**config.mk**
```make
export PLATFORM = sky130hd
export DESIGN_NAME = api_frame_receiver
export DESIGN_NICKNAME = d
export VERILOG_FILES = /design/src/sv/afr_pkg.sv /design/src/sv/afr_frame_store.sv /design/src/sv/api_frame_receiver.sv
export SDC_FILE = /design/constraint.sdc
export NUM_CORES = 1
export LEC_CHECK = 0
export BUFFER_PORTS_ARGS = -buffer_cell sky130_fd_sc_hd__buf_4
export CAP_MARGIN = 20
export CORE_MARGIN = 4
export CORE_UTILIZATION = 58
export DETAILED_ROUTE_END_ITERATION = 8
export PLACE_DENSITY = 0.75
export SKIP_CTS_REPAIR_TIMING = 1
export SLEW_MARGIN = 40
export SYNTH_ARGS = -nofsm -noshare
export SYNTH_HDL_FRONTEND = slang
export SYNTH_SLANG_ARGS = --single-unit
```
**constraint.sdc**
```tcl
create_clock -name clock -period 6.95 [get_ports clock]
set_clock_uncertainty 0.2 [all_clocks]
set_input_delay 1.39 -clock clock [delete_from_list [all_inputs] [get_ports clock]]
set_output_delay 1.39 -clock clock [all_outputs]
set_load 0.03 [all_outputs]
```
**src/sv/afr_pkg.sv**
```systemverilog
`default_nettype none

package afr_pkg;

   // Fixed widths of the word fields on the ports.
   localparam int BYTE_W = 8;
   localparam int IDX_W  = 5;

   localparam logic [BYTE_W-1:0] START_DELIM = 8'h7E;
   localparam logic [BYTE_W-1:0] SUM_GOOD    = 8'hFF;

   typedef enum logic [5:0] {
      S_HUNT   = 6'b000001,
      S_LEN_HI = 6'b000010,
      S_LEN_LO = 6'b000100,
      S_DATA   = 6'b001000,
      S_SUM    = 6'b010000,
      S_EMIT   = 6'b100000
   } state_type;

endpackage

`default_nettype wire

```
**src/sv/afr_frame_store.sv**
```systemverilog
`default_nettype none

// Frame data buffer: one write port and one read port with registered read data.
// The read data holds its value on cycles without a read.
module afr_frame_store #(
   parameter int DEPTH = 32,
   parameter int AW    = 5
) (
   input  wire logic                       clock,
   input  wire logic                       wr_en,
   input  wire logic [AW-1:0]              wr_addr,
   input  wire logic [afr_pkg::BYTE_W-1:0] wr_data,
   input  wire logic                       rd_en,
   input  wire logic [AW-1:0]              rd_addr,
   output logic      [afr_pkg::BYTE_W-1:0] rd_data
);
   import afr_pkg::*;

   logic [BYTE_W-1:0] mem [DEPTH];
   logic [BYTE_W-1:0] rd_data_ff;

   always_ff @(posedge clock) begin
      if (wr_en) begin
         mem[wr_addr] <= wr_data;
      end
   end

   always_ff @(posedge clock) begin
      if (rd_en) begin
         rd_data_ff <= mem[rd_addr];
      end
   end

   assign rd_data = rd_data_ff;

endmodule

`default_nettype wire

```
**src/sv/api_frame_receiver.sv**
```systemverilog
// API frame receiver. Each req word carries one byte from the serial link. Bytes are dropped
// until the start delimiter 0x7E arrives; the next two bytes give the frame length, high
// byte first. A length of zero or above BUFFER_BYTES-1 abandons the frame. The data bytes
// that follow are written into the frame buffer memory and summed modulo 256, and the byte
// after them is the checksum. When data plus checksum sum to 0xFF, the buffered bytes are
// sent out on rsp in order, each with its index, the frame length and a last-byte flag on
// the final one; otherwise the frame is dropped without a trace. A 0x7E inside a frame is
// an ordinary byte. Intake runs at one byte per clock. After a good checksum, intake pauses
// while the buffer is read out, one memory read per cycle while the pending stage is free
// or moves on, so the pause stretches while rsp_ready is held low. Reads feed a one-word
// pending stage and the rsp output register, so a new frame can start arriving while the last
// words of the previous one still wait to be taken.
`default_nettype none

module api_frame_receiver #(
   parameter int BUFFER_BYTES = 32
) (
   input  wire logic                       clock,
   input  wire logic                       reset,
   input  wire logic                       req_valid,
   output logic                            req_ready,
   input  wire logic [afr_pkg::BYTE_W-1:0] req_rx_byte,
   output logic                            rsp_valid,
   input  wire logic                       rsp_ready,
   output logic      [afr_pkg::BYTE_W-1:0] rsp_data_byte,
   output logic      [afr_pkg::IDX_W-1:0]  rsp_byte_index,
   output logic      [afr_pkg::IDX_W-1:0]  rsp_frame_length,
   output logic                            rsp_last_byte
);
   import afr_pkg::*;

   localparam int AW = $clog2(BUFFER_BYTES);
   localparam logic [BYTE_W-1:0] MaxLen = BYTE_W'(BUFFER_BYTES - 1);
   localparam logic [AW-1:0] One = AW'(1);

   // Frame parser state.
   state_type         state_ff, state_in;
   logic [BYTE_W-1:0] len_hi_ff, len_hi_in;
   logic [AW-1:0]     len_ff, len_in;
   logic [AW-1:0]     wr_idx_ff, wr_idx_in;
   logic [BYTE_W-1:0] sum_ff, sum_in;
   logic [AW-1:0]     emit_idx_ff, emit_idx_in;

   // Pending stage: describes the word now sitting in the buffer's read register.
   logic              pend_ff, pend_in;
   logic [AW-1:0]     pend_idx_ff, pend_idx_in;
   logic [AW-1:0]     pend_len_ff, pend_len_in;
   logic              pend_last_ff, pend_last_in;

   // Output register.
   logic              rsp_valid_ff, rsp_valid_in;
   logic [BYTE_W-1:0] rsp_data_ff, rsp_data_in;
   logic [IDX_W-1:0]  rsp_idx_ff, rsp_idx_in;
   logic [IDX_W-1:0]  rsp_len_ff, rsp_len_in;
   logic              rsp_last_ff, rsp_last_in;

   logic              req_accept;
   logic [BYTE_W-1:0] sum_next;
   logic              wr_en;
   logic              rd_en;
   logic              load;
   logic [BYTE_W-1:0] rd_data;

   assign req_ready  = (state_ff != S_EMIT);
   assign req_accept = req_valid && req_ready;
   assign sum_next   = sum_ff + req_rx_byte;

   // The output register takes the pending word whenever it is empty or being emptied.
   assign load  = pend_ff && (!rsp_valid_ff || rsp_ready);
   // A new read may only start if the pending stage is free or moves on this cycle.
   assign rd_en = (state_ff == S_EMIT) && (!pend_ff || load);
   assign wr_en = (state_ff == S_DATA) && req_accept;

   always_comb begin
      state_in    = state_ff;
      len_hi_in   = len_hi_ff;
      len_in      = len_ff;
      wr_idx_in   = wr_idx_ff;
      sum_in      = sum_ff;
      emit_idx_in = emit_idx_ff;
      case (state_ff)
         S_HUNT: begin
            if (req_accept && req_rx_byte == START_DELIM) begin
               state_in = S_LEN_HI;
            end
         end
         S_LEN_HI: begin
            if (req_accept) begin
               len_hi_in = req_rx_byte;
               state_in  = S_LEN_LO;
            end
         end
         S_LEN_LO: begin
            if (req_accept) begin
               // Any nonzero high byte already exceeds the buffer.
               if (len_hi_ff != '0 || req_rx_byte == '0 || req_rx_byte > MaxLen) begin
                  state_in = S_HUNT;
               end else begin
                  len_in    = req_rx_byte[AW-1:0];
                  wr_idx_in = '0;
                  sum_in    = '0;
                  state_in  = S_DATA;
               end
            end
         end
         S_DATA: begin
            if (req_accept) begin
               sum_in    = sum_next;
               wr_idx_in = wr_idx_ff + One;
               if (wr_idx_ff == len_ff - One) begin
                  state_in = S_SUM;
               end
            end
         end
         S_SUM: begin
            if (req_accept) begin
               emit_idx_in = '0;
               state_in    = (sum_next == SUM_GOOD) ? S_EMIT : S_HUNT;
            end
         end
         S_EMIT: begin
            if (rd_en) begin
               emit_idx_in = emit_idx_ff + One;
               if (emit_idx_ff == len_ff - One) begin
                  state_in = S_HUNT;
               end
            end
         end
         default: begin
            state_in = S_HUNT;
         end
      endcase
   end

   always_comb begin
      pend_in      = pend_ff;
      pend_idx_in  = pend_idx_ff;
      pend_len_in  = pend_len_ff;
      pend_last_in = pend_last_ff;
      if (rd_en) begin
         pend_in      = 1'b1;
         pend_idx_in  = emit_idx_ff;
         pend_len_in  = len_ff;
         pend_last_in = (emit_idx_ff == len_ff - One);
      end else if (load) begin
         pend_in = 1'b0;
      end
   end

   always_comb begin
      rsp_valid_in = rsp_valid_ff;
      rsp_data_in  = rsp_data_ff;
      rsp_idx_in   = rsp_idx_ff;
      rsp_len_in   = rsp_len_ff;
      rsp_last_in  = rsp_last_ff;
      if (load) begin
         rsp_valid_in = 1'b1;
         rsp_data_in  = rd_data;
         rsp_idx_in   = IDX_W'(pend_idx_ff);
         rsp_len_in   = IDX_W'(pend_len_ff);
         rsp_last_in  = pend_last_ff;
      end else if (rsp_ready) begin
         rsp_valid_in = 1'b0;
      end
   end

   always_ff @(posedge clock) begin
      if (reset) begin
         state_ff     <= S_HUNT;
         pend_ff      <= 1'b0;
         rsp_valid_ff <= 1'b0;
      end else begin
         state_ff     <= state_in;
         pend_ff      <= pend_in;
         rsp_valid_ff <= rsp_valid_in;
      end
   end

   always_ff @(posedge clock) begin
      len_hi_ff    <= len_hi_in;
      len_ff       <= len_in;
      wr_idx_ff    <= wr_idx_in;
      sum_ff       <= sum_in;
      emit_idx_ff  <= emit_idx_in;
      pend_idx_ff  <= pend_idx_in;
      pend_len_ff  <= pend_len_in;
      pend_last_ff <= pend_last_in;
      rsp_data_ff  <= rsp_data_in;
      rsp_idx_ff   <= rsp_idx_in;
      rsp_len_ff   <= rsp_len_in;
      rsp_last_ff  <= rsp_last_in;
   end

   // Writes happen only while a frame arrives and reads only while it is read out,
   // so the two ports never touch the same entry in one cycle.
   afr_frame_store #(
      .DEPTH (BUFFER_BYTES),
      .AW    (AW)
   ) u_store (
      .clock   (clock),
      .wr_en   (wr_en),
      .wr_addr (wr_idx_ff),
      .wr_data (req_rx_byte),
      .rd_en   (rd_en),
      .rd_addr (emit_idx_ff),
      .rd_data (rd_data)
   );

   assign rsp_valid        = rsp_valid_ff;
   assign rsp_data_byte    = rsp_data_ff;
   assign rsp_byte_index   = rsp_idx_ff;
   assign rsp_frame_length = rsp_len_ff;
   assign rsp_last_byte    = rsp_last_ff;

endmodule

`default_nettype wire

```
# After elaboration in Yosys (flattened, before gate mapping)
# Memory sizes are Yosys's and may differ from the RTL's. A register that Yosys moved wholly into a read port is not among the register bits.
# Cells that the tools add are included.
# word_totals
reg_bits,69
ram_bits,256
memories,1
# op_classes
addsub,4
n_lt_le_gt_ge,1
n_eq_ne,20
muxes,28
n_bitwise,1
n_reduce_logical,22
# memory_table
name,words,word_bits,rd,rd_ports_with_merged_regs,wr,line,source
u_store.mem,32,8,1,1,1,afr_frame_store.sv:19,logic [BYTE_W-1:0] mem [DEPTH];
# op_table
cell,count
6-bit 2-to-1 mux,9
6-bit one-hot mux with 6 select lines,1
5-bit 2-to-1 mux,5
8-bit 2-to-1 mux,3
5-bit one-hot mux with 2 select lines,2
8-bit one-hot mux with 2 select lines,1
2-bit inequality test (second input constant),7
5-bit by 1-bit adder with 5-bit output (second input constant),2
5-bit == test,2
8-bit adder,1
8-bit by 7-bit == test with 1-bit output (second input constant),1
8-bit == test (second input constant),1
8-bit by 5-bit > comparator with 1-bit output (second input constant),1
8-bit zero test,1
8-bit AND reduction,1
2-bit nonzero test,4
8-bit nonzero test,1
6-bit by 1-bit == test with 1-bit output (second input constant),1
6-bit by 2-bit == test with 1-bit output (second input constant),1
6-bit by 3-bit == test with 1-bit output (second input constant),1
6-bit by 4-bit == test with 1-bit output (second input constant),1
6-bit by 5-bit == test with 1-bit output (second input constant),1
6-bit == test (second input constant),1
1-bit 2-to-1 mux,6
other kinds (11),21

# Logic depth before layout (Yosys ltp)
# Gate-level depths: netlist (run 1).
# depth
ltp_word,7
mapped_depth,9
depth_no_buf,8

# By module
# From an unflattened synthesis (run 1), not the netlist that was laid out.
# unflattened
hier_cells,639
hier_area_um2,13162.6
# modules_own_cells
mod,instances,cells_per_inst,area_per_inst_um2,seq_area_each_um2
afr_frame_store,1,417,10133.5,7927.6
api_frame_receiver,1,222,3029.2,1991.9

# Worst setup path after synthesis (run 1)
# Ideal clock, no wire load.
# synth_timing
path_type,input-to-reg
from,input port req_rx_byte[0] in the netlist's numbering
to,register state_ff[5]
setup_ps,79
arrival_time_ps,3588
path_slack_ps,3082
path_stages,8
cell_sequence,ha_1 > fa_1 > a211oi_1 > nor2_1 > xnor2_1 > or4_4 > or4_4 > a211oi_2
# synth_via
elab_chain_cells,5
elab_cells_between_ends,9
# synth_lines
element,line,source
"start, declared",api_frame_receiver.sv:22,"input wire logic [afr_pkg::BYTE_W-1:0] req_rx_byte,"
8-bit adder,api_frame_receiver.sv:66,assign sum_next = sum_ff + req_rx_byte;
8-bit == test,api_frame_receiver.sv:118,state_in = (sum_next == SUM_GOOD) ? S_EMIT : S_HUNT;
6-bit 2-to-1 mux,api_frame_receiver.sv:118,
6-bit 2-to-1 mux,api_frame_receiver.sv:116,if (req_accept) begin
6-bit one-hot mux with 6 select lines,api_frame_receiver.sv:81,case (state_ff)
"end signal, assigned",api_frame_receiver.sv:173,state_ff <= state_in;
"end, declared",api_frame_receiver.sv:37,"state_type state_ff, state_in;"
# Parallel ways exist; a longest one is shown, timed or not. The select of a mux whose other input is x is not followed.
# A chain may end at the register's enable or synchronous reset.

# Worst setup path in the final report (run 1)
# Same ends and word-level chain as after synthesis.

==> run summary, run 1 <==
compound-cell area share of the yosys netlist = 1.32%
multi-input logic area = 0.00323 mm²
clk sink count = 333
Critical Path Fanout Max = 37
Avg Inst Size Synth = 20.4 µm²
Comb power frac = 7.2%
vias in the first global route = 6586
Slew @ Worst Pin = 719 ps
# fillers = 1339
Synthesized Nets = 672
XOR/XNOR Fraction of Synth Area = 2.11%
largest family of logic cells by synthesized area = multiplexers
first-pass GRT wire length = 40400 µm
DRT Wirelength = 26200 µm
WP data required = 7170 ps
Top-Level Pins = 33
pre-CTS setup slack = 2610 ps
Final WS setup = 3090 ps
Post-DRT Antenna Nets = 0
Die Width = 159 µm
Mapped Area = 0.0132 mm²
Rows = 54
DRC viols = 0
layout cell share with drive strength beyond 1 = 29.5%
commonest non-fill, non-tap cell in the layout = edfxtp_1
drt via density = 6.37
RSZ-0062 raised after global routing = false
Final Cell Area = 0.0149 mm²
effective utilization at floorplan = 59.7%
Max-Cap Viols = 0
most frequent cells in the layout = 325 x edfxtp_1, 80 x mux4_2, 38 x buf_4, 34 x clkbuf_16, 32 x nor2_2
Switch Pwr = 0.904 mW
# setup viols final = 0
clk slew on worst S/H paths = 60 ps
worst skew pair latency = 510 ps
worst hold margin = 214 ps
Die H = 159 µm
status = complete, no violations
post-layout minimum cycle time = 3860 ps
Internal Power = 3.35 mW
Area growth, synth to finish = 12.9%
Synth cell types = 44
layout net count = 724
post-synthesis mux area share = 14.3%
Yosys reg bits = 333
Flop pwr share = 53.0%
number of synthesized flops with an enable pin = 325
adder and majority cell fraction of the synthesized area = 1.39%
total gr overflow = 0
fraction of registers with async set or reset after synthesis = 0%
DR WL/cell = 26.1 µm
Pleak = 4.80 nW
FF+latch area = 0.00992 mm²
Core ar. = 0.0221 mm²
sequential cell area fraction in the yosys report = 75.2%
Post-Place Cell Area = 0.0138 mm²
f_max = 0.259 GHz
Tot Pwr = 4.25 mW
Cell Pwr Density = 285 mW/mm²
H-tree Lvls = 2
critical path type = in -> reg
worst hold path class = reg -> reg
CTS Buffer Depth = 3
critical path startpoint category = input pin
ANT cells = 0
Cells after Synth = 646
Simple-Gate Fraction of Synth Area = 4.61%
type of destination of the critical path = flop
Die ar. = 0.0252 mm²
Syn. warnings = 0
Final Cycle Share = 55.6%
Root Buffer = clkbuf_16
number of buffers created by CTS = 34
VDD IR max = 0.168 mV
Final Hold Vio Count = 0
largest net degree at the start of global routing = 59
placer congestion estimate = 0.785
Fin Setup TNS = 0 ps
top_reg_cell synth = edfxtp_1
port buffer count = 32
Slew Viols, Final = 0
DR iter-0 viols = 635
Total Routing Usage GR = 21.0%
vias post-DR = 6389
Switching Fraction = 21.3%
initial antenna violation count = 0
Clk pwr share = 39.8%
CTS tree = done
Slew headroom = 52.0%
DP Wirelength = 16200 µm
DRT Pass-1 Iters = 4
crit path DAT = 4080 ps
[state kept, by name, summed over array words and instances (netlist names)]
signal / flops
u_store.mem: 256
len_hi_ff: 8
rsp_data_byte: 8
sum_ff: 8
u_store.rd_data: 8
state_ff: 6
emit_idx_ff: 5
len_ff: 5
pend_idx_ff: 5
pend_len_ff: 5
rsp_byte_index: 5
rsp_frame_length: 5
wr_idx_ff: 5
pend_ff: 1
pend_last_ff: 1
rsp_last_byte: 1
rsp_valid: 1
[synthesized netlist by cell type, types with 5 or more instances]
library cell,number,area (µm²)
a21oi_1,9,45.0
ha_1,13,163
nand3_1,12,60.1
mux4_2,80,1800
nand2_1,12,45.0
dfxtp_1,8,160
and3_1,5,31.3
edfxtp_1,325,9760
mux2_2,8,90.1
xnor2_1,14,123
nand3b_1,6,45.0
xor2_1,10,87.6
clkbuf_1,16,60.1
nor3_1,5,25.0
inv_1,9,33.8
nor2_1,61,229
[layer usage]
layer | up-vias | global-route usage [%] | part of all wire [%] | wire [µm]
li1 | 2740 | - | - | -
met4 | 0 | 4.26 | 1.4 | 372
met3 | 36 | 3.42 | 6.6 | 1740
met2 | 289 | 35.4 | 51 | 13400
met5 | - | 0 | 0 | 0
met1 | 3324 | 29.9 | 41 | 10600
[through the flow]
step	util [%]	instances
after floorplan	-	646
after global placement	62.1	940
after detailed placement	62.5	940
after CTS	67.2	1001
after global routing	67.4	1003
final	67.4	1003
[critical path: stages]
cell and delay [ps]:
buf_4 220, ha_1 270, fa_1 410, a211oi_1 320
nor2_1 110, xnor2_1 150, or4_4 430, or4_4 530
a211oi_2 230
[final cells by class]
cell class | instances | share of cell area (%)
sequential | 333 | 66.6
multi-input combinational | 280 | 21.7
clock buffer | 40 | 5.87
tap | 280 | 2.35
timing repair buffer | 40 | 2.13
clock inverter | 21 | 1.13
inverter | 9 | 0.227
[worst paths after layout]
check	to	cells after the start	slack [ps]	start
min reg2reg	rsp_data_byte[3]	0	210	u_store.rd_data[3]
max reg2reg	u_store.rd_data[2]	5	3770	emit_idx_ff[0]
max	state_ff[5]	9	3090	req_rx_byte[0]
min	rsp_data_byte[3]	0	210	u_store.rd_data[3]
[kinds of logic after synthesis]
group | count (synthesis)
AO/OA/AOI/OAI | 26
XOR/XNOR | 27
adder cells (fa/ha/maj) | 14
buffers and inverters | 33
flip-flops | 333
multiplexers | 88
AND/OR/NAND/NOR | 125
[power by group through the flow]
stage               Combinational (mW)  Sequential (mW)  Clock (mW)
finish                           0.304             2.25        1.69
CTS                              0.301             2.25        1.71
floorplan                        0.200             2.30           0
detailed placement               0.299             2.30           0
global route                     0.327             2.25        1.81
global placement                 0.284             2.30           0
No activity file was read; power rests on OpenSTA's default activity.
==> inputs of run 2 (changes only) <==
==> constraint.sdc (replaced) <==
create_clock -name clock -period 3.7 [get_ports clock]
set_clock_uncertainty 0.2 [all_clocks]
set_input_delay 0.74 -clock clock [delete_from_list [all_inputs] [get_ports clock]]
set_output_delay 0.74 -clock clock [all_outputs]
set_load 0.03 [all_outputs]
==> run 2 against run 1 <==
Effect of this change: power increased by 92%; via count is 0.97% higher; worst hold slack better by 3.5 ps; register-to-register slack got worse by 3100 ps; critical path depth is 1 lower; global-route usage up 0.88 points; die area stayed put; clock power is 95% higher; flip-flop and latch count did not move.
==> run summary, run 2 (synthesis gave the netlist of run 1 again) <==
Comb power frac = 7.6%
Max-Cap Viols = 0
status = complete, no violations
Rows = 54
Switch Pwr = 1.71 mW
Root Buffer = clkbuf_16
DR WL/cell = 26.4 µm
placer congestion estimate = 0.808
first-pass GRT wire length = 41700 µm
number of buffers created by CTS = 34
Total Routing Usage GR = 21.9%
most frequent cells in the layout = 325 x edfxtp_1, 80 x mux4_2, 61 x buf_4, 60 x nor2_1, 37 x clkbuf_16
worst skew pair latency = 510 ps
Die ar. = 0.0252 mm²
reg-to-reg endpoint = state_ff[5]
f_max = 0.327 GHz
Biggest register = u_store.mem
Final Hold Vio Count = 0
worst hold path class = reg -> reg
Clk pwr share = 40.5%
WHS Endpoint = rsp_byte_index[1]
vias in the first global route = 6727
clk sink count = 333
Worst R2R Start = sum_ff[0]
port buffer count = 32
critical path type = reg -> reg
crit path DAT = 3280 ps
clk slew on worst S/H paths = 60 ps
VDD IR max = 0.252 mV
Flop pwr share = 52.0%
CTS Buffer Depth = 3
layout net count = 752
hold path depth = 0
CTS tree = done
DRT Wirelength = 27100 µm
DRT Pass-1 Iters = 5
Slew Viols, Final = 0
Final Cell Area = 0.0151 mm²
Tot Pwr = 8.15 mW
max reg flops = 256
largest net degree at the start of global routing = 69
Cell Pwr Density = 539 mW/mm²
Area growth, synth to finish = 14.6%
WP data required = 3920 ps
Post-DRT Antenna Nets = 0
Core ar. = 0.0221 mm²
FF+latch area = 0.00992 mm²
layout cell share with drive strength beyond 1 = 27.7%
H-tree Lvls = 2
RSZ-0062 raised after global routing = false
reg-to-reg slack, setup = 640 ps
Critical Path Fanout Max = 2
# fillers = 1331
Switching Fraction = 20.9%
Post-Place Cell Area = 0.0140 mm²
Slew @ Worst Pin = 784 ps
critical path startpoint category = flop
type of destination of the critical path = flop
Top-Level Pins = 33
ANT cells = 0
drt via density = 6.28
Fin Setup TNS = 0 ps
commonest non-fill, non-tap cell in the layout = edfxtp_1
Slew headroom = 47.6%
Die Width = 159 µm
Worst R2R Path Depth = 8
post-layout minimum cycle time = 3060 ps
effective utilization at floorplan = 59.7%
# setup viols final = 0
Final Cycle Share = 82.6%
DP Wirelength = 17100 µm
initial antenna violation count = 0
vias post-DR = 6451
hold_sp = pend_idx_ff[1]
DRC viols = 0
DR iter-0 viols = 749
total gr overflow = 0
Pleak = 4.98 nW
Internal Power = 6.44 mW
multi-input logic area = 0.00314 mm²
Die H = 159 µm
## run 2: power groups by stage
stage	combinational [mW]	clock (mW)	sequential (mW)
after floorplan	0.376	0	4.31
after global placement	0.586	0	4.31
after detailed placement	0.614	0	4.31
after CTS	0.621	3.35	4.23
after global routing	0.662	3.53	4.24
final	0.618	3.30	4.23
## run 2: layout make-up
type                            count  share of cell area (%)
Sequential cell                   333                    65.7
Multi-Input combinational cell    280                    20.8
Clock buffer                       47                    6.44
Timing Repair Buffer               68                    3.90
Tap cell                          280                    2.32
Clock inverter                     10                   0.679
Inverter                            9                   0.224
## run 2: how the worst max path moves through the flow
stage,depth (start not counted),endpoint,slack (ps),startpoint
final,8,state_ff[5],640,sum_ff[0]
after global routing,8,state_ff[5],560,sum_ff[0]
after CTS,8,state_ff[5],670,sum_ff[0]
after detailed placement,9,state_ff[5],190,req_rx_byte[0]
after global placement,9,state_ff[5],230,req_rx_byte[0]
after floorplan,8,state_ff[5],480,req_rx_byte[0]
## run 2: worst max-delay path, stage by stage, from the launching register on
cell and delay, ps:
edfxtp_1 370, ha_1 220, fa_1 410, a211oi_1 340
nor2_1 110, xnor2_1 160, or4_4 440, or4_4 530
a211oi_2 210
## run 2: stage by stage
step	instances	hold slack [ps]	util [%]	setup WS (ps)
final	1027	217	68.4	644
after detailed placement	970	206	63.5	189
after global placement	969	204	63.5	230
after floorplan	646	200	-	482
after CTS	1027	219	68.4	669
after global routing	1027	219	68.4	557
## run 2: layer usage
| metal | track usage (%) | part of all wire [%] | routed length [µm] |
|---|---|---|---|
| met1 | 30.8 | 40 | 10900 |
| met2 | 36.0 | 50 | 13700 |
| met3 | 4.38 | 7.1 | 1930 |
| met4 | 5.76 | 2.3 | 624 |
| met5 | 0 | 0 | 0 |
